`config.mk`:
```
export PLATFORM = sky130hd
export DESIGN_NAME = positional_insert_delete_array
export DESIGN_NICKNAME = d
export VERILOG_FILES = /design/src/pia_pkg.sv /design/src/pia_ram.sv /design/src/positional_insert_delete_array.sv
export SDC_FILE = /design/constraint.sdc
export NUM_CORES = 2
export LEC_CHECK = 0
export ABC_AREA = 1
export ABC_CLOCK_PERIOD_IN_PS = 6500
export BUFFER_PORTS_ARGS = -buffer_cell sky130_fd_sc_hd__buf_2
export CAP_MARGIN = 20
export CORE_MARGIN = 2
export CORE_UTILIZATION = 28
export DETAILED_ROUTE_END_ITERATION = 12
export SETUP_SLACK_MARGIN = 0.15
export SYNTH_ARGS = -nofsm -noshare
export SYNTH_HDL_FRONTEND = slang
export SYNTH_SLANG_ARGS = --single-unit
export TNS_END_PERCENT = 100
```
`constraint.sdc`:
```
create_clock -name clk -period 6.5 [get_ports clk]
set_clock_uncertainty 0.2 [all_clocks]
set_input_delay 0.975 -clock clk [delete_from_list [all_inputs] [get_ports clk]]
set_output_delay 0.975 -clock clk [all_outputs]
set_load 0.005 [all_outputs]
```
`src/pia_pkg.sv`:
```
// ----------------------------------------------------------------------------
// pia_pkg: shared constants for the positional insert/delete array
// Sizes, command codes and status codes used by the array and its testbench.
// ----------------------------------------------------------------------------
package pia_pkg;

    // Storage size and derived widths
    localparam int CAPACITY = 64;
    localparam int ADDR_W   = (CAPACITY > 1) ? $clog2(CAPACITY) : 1;

    // Fixed field widths
    localparam int CMD_W  = 3;
    localparam int DATA_W = 32;
    localparam int POS_W  = 7;
    localparam int STAT_W = 2;
    localparam int IDX_W  = 6;
    localparam int CNT_W  = 7;

    // Command codes
    localparam logic [CMD_W-1:0] CMD_INS_FRONT = 3'd0;
    localparam logic [CMD_W-1:0] CMD_INS_END   = 3'd1;
    localparam logic [CMD_W-1:0] CMD_INS_AT    = 3'd2;
    localparam logic [CMD_W-1:0] CMD_DEL_AT    = 3'd3;
    localparam logic [CMD_W-1:0] CMD_DUMP      = 3'd4;

    // Status codes
    localparam logic [STAT_W-1:0] ST_OK     = 2'd0;
    localparam logic [STAT_W-1:0] ST_FULL   = 2'd1;
    localparam logic [STAT_W-1:0] ST_EMPTY  = 2'd2;
    localparam logic [STAT_W-1:0] ST_BADPOS = 2'd3;

endpackage

```
`src/pia_ram.sv`:
```
// ----------------------------------------------------------------------------
// pia_ram: generic simple dual-port RAM
// One write port, one read port, read data registered.
// ----------------------------------------------------------------------------
module pia_ram #(
    parameter int WIDTH = 32,
    parameter int DEPTH = 64
) (
    input  logic                                    clk,
    input  logic                                    we,
    input  logic [((DEPTH > 1) ? $clog2(DEPTH) : 1)-1:0] waddr,
    input  logic [WIDTH-1:0]                        wdata,
    input  logic [((DEPTH > 1) ? $clog2(DEPTH) : 1)-1:0] raddr,
    output logic [WIDTH-1:0]                        rdata
);

    logic [WIDTH-1:0] mem [DEPTH];

    // Write port
    always_ff @(posedge clk)
    begin
        if (we)
        begin
            mem[waddr] <= wdata;
        end
    end

    // Registered read port
    always_ff @(posedge clk)
    begin
        rdata <= mem[raddr];
    end

endmodule

```
`src/positional_insert_delete_array.sv`:
```
// ----------------------------------------------------------------------------
// positional_insert_delete_array: dense word array with positional edits
// Insert front/end/at position, delete at position and dump, over a RAM
// walked by a small sequencer with one shared pointer unit.
// ----------------------------------------------------------------------------
//  Channel   Direction  Handshake           Payload
//  command   in         start / busy        cmd, value, position
//  result    out        valid (strobe)      status, data, index, count, last
//
//  A command is taken when start is high and busy is low. Rejected commands,
//  unknown codes and a delete of the top entry are never busy; the next
//  command may follow straight away. An insert at the end only stores its
//  word; other inserts first move the entries at and above the slot up, a
//  delete moves those above its slot down, a dump reads out every entry
//  (one result per cycle); the RAM's single write and registered read port
//  move one entry per cycle. Reset clears only the control registers; slots
//  at or above the fill count are never read. Results cannot be stalled.
// ----------------------------------------------------------------------------
module positional_insert_delete_array
    import pia_pkg::*;
(
    input  logic                     clk,
    input  logic                     rst_n,
    input  logic                     start,
    output logic                     busy,
    input  logic [CMD_W-1:0]         cmd,
    input  logic signed [DATA_W-1:0] value,
    input  logic [POS_W-1:0]         position,
    output logic                     valid,
    output logic [STAT_W-1:0]        status,
    output logic signed [DATA_W-1:0] data,
    output logic [IDX_W-1:0]         index,
    output logic [CNT_W-1:0]         count,
    output logic                     last
);

    // Sequencer states
    localparam logic [1:0] S_IDLE  = 2'd0;
    localparam logic [1:0] S_RUN   = 2'd1;
    localparam logic [1:0] S_DRAIN = 2'd2;
    localparam logic [1:0] S_PUT   = 2'd3;

    logic [1:0]        state_reg, state_next;
    logic [CNT_W-1:0]  cnt_reg, cnt_next;
    logic              dump_reg, dump_next;
    logic              up_reg, up_next;
    logic              pend_reg, pend_next;
    logic [ADDR_W-1:0] ptr_reg, ptr_next;
    logic [ADDR_W-1:0] end_reg, end_next;
    logic [ADDR_W-1:0] wa_reg, wa_next;
    logic [DATA_W-1:0] val_reg, val_next;

    logic              valid_reg, valid_next;
    logic [STAT_W-1:0] status_reg, status_next;
    logic [DATA_W-1:0] data_reg, data_next;
    logic [IDX_W-1:0]  index_reg, index_next;
    logic [CNT_W-1:0]  count_reg, count_next;
    logic              last_reg, last_next;

    logic              ram_we;
    logic [ADDR_W-1:0] ram_waddr;
    logic [DATA_W-1:0] ram_wdata;
    logic [DATA_W-1:0] ram_rdata;

    logic              full;
    logic              pos_ok;
    logic [POS_W-1:0]  pos_m1;
    logic [CNT_W-1:0]  cnt_m1;
    logic [ADDR_W-1:0] pos_a;
    logic [ADDR_W-1:0] cnt_a;
    logic [ADDR_W-1:0] top_a;
    logic [ADDR_W-1:0] ins_a;
    logic [ADDR_W-1:0] ptr_inc;
    logic [ADDR_W-1:0] ptr_dec;

    // Entry store
    pia_ram #(
        .WIDTH (DATA_W),
        .DEPTH (CAPACITY)
    ) u_ram (
        .clk   (clk),
        .we    (ram_we),
        .waddr (ram_waddr),
        .wdata (ram_wdata),
        .raddr (ptr_reg),
        .rdata (ram_rdata)
    );

    // Command decode helpers
    assign full    = (cnt_reg >= CNT_W'(CAPACITY));
    assign pos_ok  = (position != '0) && (position <= cnt_reg);
    assign pos_m1  = position - POS_W'(1);
    assign cnt_m1  = cnt_reg - CNT_W'(1);
    assign pos_a   = pos_m1[ADDR_W-1:0];
    assign cnt_a   = cnt_reg[ADDR_W-1:0];
    assign top_a   = cnt_m1[ADDR_W-1:0];
    assign ptr_inc = ptr_reg + ADDR_W'(1);
    assign ptr_dec = ptr_reg - ADDR_W'(1);

    always_comb
    begin
        case (cmd)
            CMD_INS_FRONT: ins_a = '0;
            CMD_INS_END:   ins_a = cnt_a;
            default:       ins_a = pos_a;
        endcase
    end

    // Sequencer
    always_comb
    begin
        state_next  = state_reg;
        cnt_next    = cnt_reg;
        dump_next   = dump_reg;
        up_next     = up_reg;
        pend_next   = pend_reg;
        ptr_next    = ptr_reg;
        end_next    = end_reg;
        wa_next     = wa_reg;
        val_next    = val_reg;

        valid_next  = 1'b0;
        status_next = status_reg;
        data_next   = data_reg;
        index_next  = index_reg;
        count_next  = count_reg;
        last_next   = last_reg;

        ram_we      = 1'b0;
        ram_waddr   = wa_reg;
        ram_wdata   = ram_rdata;

        case (state_reg)
            S_IDLE:
            begin
                if (start)
                begin
                    // Single-result default; overridden by long commands
                    valid_next  = 1'b1;
                    status_next = ST_OK;
                    data_next   = '0;
                    index_next  = '0;
                    count_next  = cnt_reg;
                    last_next   = 1'b1;
                    pend_next   = 1'b0;
                    case (cmd)
                        CMD_INS_FRONT, CMD_INS_END, CMD_INS_AT:
                        begin
                            if (full)
                            begin
                                status_next = ST_FULL;
                            end
                            else if ((cmd == CMD_INS_AT) && !pos_ok)
                            begin
                                status_next = ST_BADPOS;
                            end
                            else
                            begin
                                valid_next = 1'b0;
                                val_next   = value;
                                end_next   = ins_a;
                                dump_next  = 1'b0;
                                up_next    = 1'b1;
                                ptr_next   = top_a;
                                state_next = (ins_a == cnt_a) ? S_PUT : S_RUN;
                            end
                        end
                        CMD_DEL_AT:
                        begin
                            if (cnt_reg == '0)
                            begin
                                status_next = ST_EMPTY;
                            end
                            else if (!pos_ok)
                            begin
                                status_next = ST_BADPOS;
                            end
                            else if (pos_a == top_a)
                            begin
                                // Top entry: nothing to move
                                cnt_next   = cnt_m1;
                                count_next = cnt_m1;
                            end
                            else
                            begin
                                valid_next = 1'b0;
                                dump_next  = 1'b0;
                                up_next    = 1'b0;
                                ptr_next   = pos_a + ADDR_W'(1);
                                end_next   = top_a;
                                state_next = S_RUN;
                            end
                        end
                        CMD_DUMP:
                        begin
                            if (cnt_reg == '0)
                            begin
                                status_next = ST_EMPTY;
                            end
                            else
                            begin
                                valid_next = 1'b0;
                                dump_next  = 1'b1;
                                up_next    = 1'b0;
                                ptr_next   = '0;
                                end_next   = top_a;
                                state_next = S_RUN;
                            end
                        end
                        default:
                        begin
                            status_next = ST_OK;
                        end
                    endcase
                end
            end

            S_RUN:
            begin
                // Read at ptr; the word read last cycle lands now
                ram_we = pend_reg && !dump_reg;
                if (dump_reg && pend_reg)
                begin
                    valid_next  = 1'b1;
                    status_next = ST_OK;
                    data_next   = ram_rdata;
                    index_next  = IDX_W'(wa_reg);
                    count_next  = cnt_reg;
                    last_next   = 1'b0;
                end
                pend_next = 1'b1;
                if (dump_reg)
                begin
                    wa_next = ptr_reg;
                end
                else if (up_reg)
                begin
                    wa_next = ptr_inc;
                end
                else
                begin
                    wa_next = ptr_dec;
                end
                if (ptr_reg == end_reg)
                begin
                    state_next = S_DRAIN;
                end
                else
                begin
                    ptr_next = up_reg ? ptr_dec : ptr_inc;
                end
            end

            S_DRAIN:
            begin
                // Final word in flight
                ram_we    = !dump_reg;
                pend_next = 1'b0;
                if (dump_reg)
                begin
                    valid_next  = 1'b1;
                    status_next = ST_OK;
                    data_next   = ram_rdata;
                    index_next  = IDX_W'(wa_reg);
                    count_next  = cnt_reg;
                    last_next   = 1'b1;
                    state_next  = S_IDLE;
                end
                else if (up_reg)
                begin
                    state_next = S_PUT;
                end
                else
                begin
                    cnt_next    = cnt_m1;
                    valid_next  = 1'b1;
                    status_next = ST_OK;
                    data_next   = '0;
                    index_next  = '0;
                    count_next  = cnt_m1;
                    last_next   = 1'b1;
                    state_next  = S_IDLE;
                end
            end

            S_PUT:
            begin
                // Store the new word in the opened slot
                ram_we      = 1'b1;
                ram_waddr   = end_reg;
                ram_wdata   = val_reg;
                cnt_next    = cnt_reg + CNT_W'(1);
                valid_next  = 1'b1;
                status_next = ST_OK;
                data_next   = '0;
                index_next  = '0;
                count_next  = cnt_reg + CNT_W'(1);
                last_next   = 1'b1;
                state_next  = S_IDLE;
            end

            default:
            begin
                state_next = S_IDLE;
            end
        endcase
    end

    // Control registers
    always_ff @(posedge clk or negedge rst_n)
    begin
        if (!rst_n)
        begin
            state_reg <= S_IDLE;
            cnt_reg   <= '0;
            pend_reg  <= 1'b0;
            valid_reg <= 1'b0;
        end
        else
        begin
            state_reg <= state_next;
            cnt_reg   <= cnt_next;
            pend_reg  <= pend_next;
            valid_reg <= valid_next;
        end
    end

    // Datapath and result registers
    always_ff @(posedge clk)
    begin
        dump_reg   <= dump_next;
        up_reg     <= up_next;
        ptr_reg    <= ptr_next;
        end_reg    <= end_next;
        wa_reg     <= wa_next;
        val_reg    <= val_next;
        status_reg <= status_next;
        data_reg   <= data_next;
        index_reg  <= index_next;
        count_reg  <= count_next;
        last_reg   <= last_next;
    end

    assign busy   = (state_reg != S_IDLE);
    assign valid  = valid_reg;
    assign status = status_reg;
    assign data   = data_reg;
    assign index  = index_reg;
    assign count  = count_reg;
    assign last   = last_reg;

endmodule

```
==> impl_metrics.ini <==
[outcome]
status = finished clean

[synth]
postSynth.asyncResetShare_pct = 0.5021
syn-cell-area_um2 = 86530
synth.top_cells.by_area = edfxtp_1 75%, o21ai_0 4.9%, nor2_1 4.0%
yosysWarnings = 0
ys_ff_latch = 2191
syn_nets = 6625
yosysTopAreaCell = edfxtp_1
synth_top_area_share_pct = 74.54
yosysSeqAreaShare_pct = 75.60
ys_types = 45
avgSynthCellArea_um2 = 13.19
synth_edf_count = 2148
synth_cells = 6560
synth_flop_cell = edfxtp_1

[sta]
relSlewSlack_pct = 17.96
fmax_mhz = 215.2
rsz0062_at_grt = false
slew_viol_final = 0
hold_violations = 0
max_slew.worst_pin.slew_ns = 1.218
setup_ws_ns = 1.854
setup_tns_ns = 0
timing.final.setup_violations = 0
fin_crit_ns = 4.646
period_share_pct = 71.48

[finish]
drive_gt1_share_pct = 10.36
largest_register_ffs = 2048
nFillCells = 29960
layout_commonest_cell = edfxtp_1
fin_nets = 6631
regArea_um2 = 65420
layout_common_cells = 2,148 x edfxtp_1, 866 x nor2_1, 806 x o21ai_0
largest_register = u_ram.mem
area_delta_synth_final_pct = 15.43
multiInputGateArea_um2 = 19580

[setup_path]
critPathLaunchType = flip-flop
path_buf_inv = 1
slowest_delay_ns = 1.05
timing.rr.start = state_reg[0]$_DFFE_PN0P_
worst-path-max-fanout = 38
setup.worst_path.start = state_reg[0]$_DFFE_PN0P_
crit_required_ns = 6.74
crit_type = flip-flop to flip-flop
crit_family = simple AND/OR/NAND/NOR gates
cp_cell_sequence = ha_4 > o21ai_0 > inv_1 > nor2_1 > nand2_1 > nor2_4
cp-end-kind = flip-flop
cp_slowest_cell = nor2_4
crit_arrival_ns = 4.89

[drt]
vias_per_cell = 5.268
drt.antenna.violating_nets = 0
routed-via-count = 57180
drc = 0
wl_mm = 260.1
drt_first_pass_iters = 6
drtIter0Drc = 9078
wl_per_cell_um = 23.96

[place]
gp_congestion = 0.8940
portBuffers = 94
pre_cts_slack_ns = 2.148
dp_hpwl_mm = 151.2

[min_path]
worstHoldStart = value[8]
hold_class = input port to flip-flop

[floorplan]
rows = 204
die_area_um2 = 313500
start_util_pct = 28.09
fp.dieW_um = 559.9
dieHeight_um = 559.9
io_pins = 95
coreArea_um2 = 308100

[clock_tree]
cts_root_buf = clkbuf_16
cts_resized = 0
clkSlewWorstSetupHoldPaths_ns = 0.07
cts_max_path_buffers = 4
cts_max_level = 4
insertion_delay_ns = 0.89
clock-sinks = 2191
postCtsSetupRepairBufs = 0
cts_tree = done
cts_inserted_buffers = 207
cts_hold_buf = 1

[global_routing]
grt_busiest_layer = met1
grt_overflow = 0
grt_max_degree = 158
grt_pass1_vias = 53440
antenna_found_initial = 13
grt_use_met1_pct = 23.52
grt_pass1_wl_mm = 374.1
grt_use_met2_pct = 23.48
grt_use_met3_pct = 3.506
track_usage_pct = 15.87

[pwr]
ir_drop_mv = 0.3638
p_leak_nw = 31.46
power_density_nw_per_um2 = 497.9

[job]
cap_viol_max_count = 0
path summary, 6_finish.rpt:
check	endpoint	slack [ns]	cells past startpoint
worst max-delay path	u_ram.mem[16][23]$_DFFE_PP_	1.85	6
worst min-delay path	val_reg[8]$_DFFE_PP_	0.13	1
worst max register to register	u_ram.mem[16][23]$_DFFE_PP_	1.85	6
worst min register to register	pend_reg$_DFFE_PN0P_	0.36	2
max in group asynchronous	cnt_reg[1]$_DFFE_PN0P_	5.37	2
min in group asynchronous	state_reg[1]$_DFFE_PN0P_	0.45	2
synth_stat cells, drive strengths merged, types with 112 or more instances:
cell	number
inv	112
nand3	576
nand2	627
nand4	145
o22ai	183
a21oi	150
edfxtp	2148
nor2	940
clkbuf	282
o221ai	205
buf	179
o21ai	850
cell families after synthesis:
kind of cell / after synthesis / synth area share [%]
flip-flops: 2191 / 75.60
adder cells (fa/ha/maj): 20 / 0.2892
AO/OA/AOI/OAI: 1457 / 9.799
AND/OR/NAND/NOR: 2302 / 11.40
XOR/XNOR: 13 / 0.1316
buffers and inverters: 577 / 2.781
layer usage:
metal / vias up / share of wire [%]
met5: - / 0.013
met4: 6 / 2.3
met3: 356 / 12
met2: 3342 / 43
met1: 28890 / 42
li1: 24590 / -
cell type report:
cell class,count,share of cell area [%]
Timing Repair Buffer,258,2.355
Clock inverter,110,1.332
Multi-Input combinational cell,3792,19.60
Antenna cell,2,0.005011
Inverter,116,0.4735
Clock buffer,264,5.576
Sequential cell,2191,65.49
Tap cell,4120,5.161
report_power, final:
| part | leakage (nW) | internal, mW | switching [mW] |
|---|---|---|---|
| logic | 8.25 | 3.82 | 14.4 |
| registers | 19.8 | 18.6 | 0.480 |
| clock network | 3.36 | 7.27 | 5.23 |
worst register-to-register path: cells and delay by family, from the launching register on:
family	cells	cell delay (ns)
AO/OA/AOI/OAI	1	1.01
flip-flops	1	0.45
adder cells (fa/ha/maj)	1	0.33
AND/OR/NAND/NOR	3	2.08
buffers and inverters	1	0.17
stage by stage:
stage	instances	utilization [%]	instance area (um2)	total power [mW]	hold WS (ns)
3_3_place_gp	10450	29.97	92320	36.85	0.3296
2_1_floorplan	6560	-	86530	28.99	0.2900
5_1_grt	10850	32.42	99880	51.50	0.08956
6_report	10850	32.42	99880	49.73	0.1312
4_1_cts	10840	32.32	99570	49.46	0.08829
3_5_place_dp	10460	30.08	92660	37.09	0.3366
No activity file was read; power rests on OpenSTA's default activity.
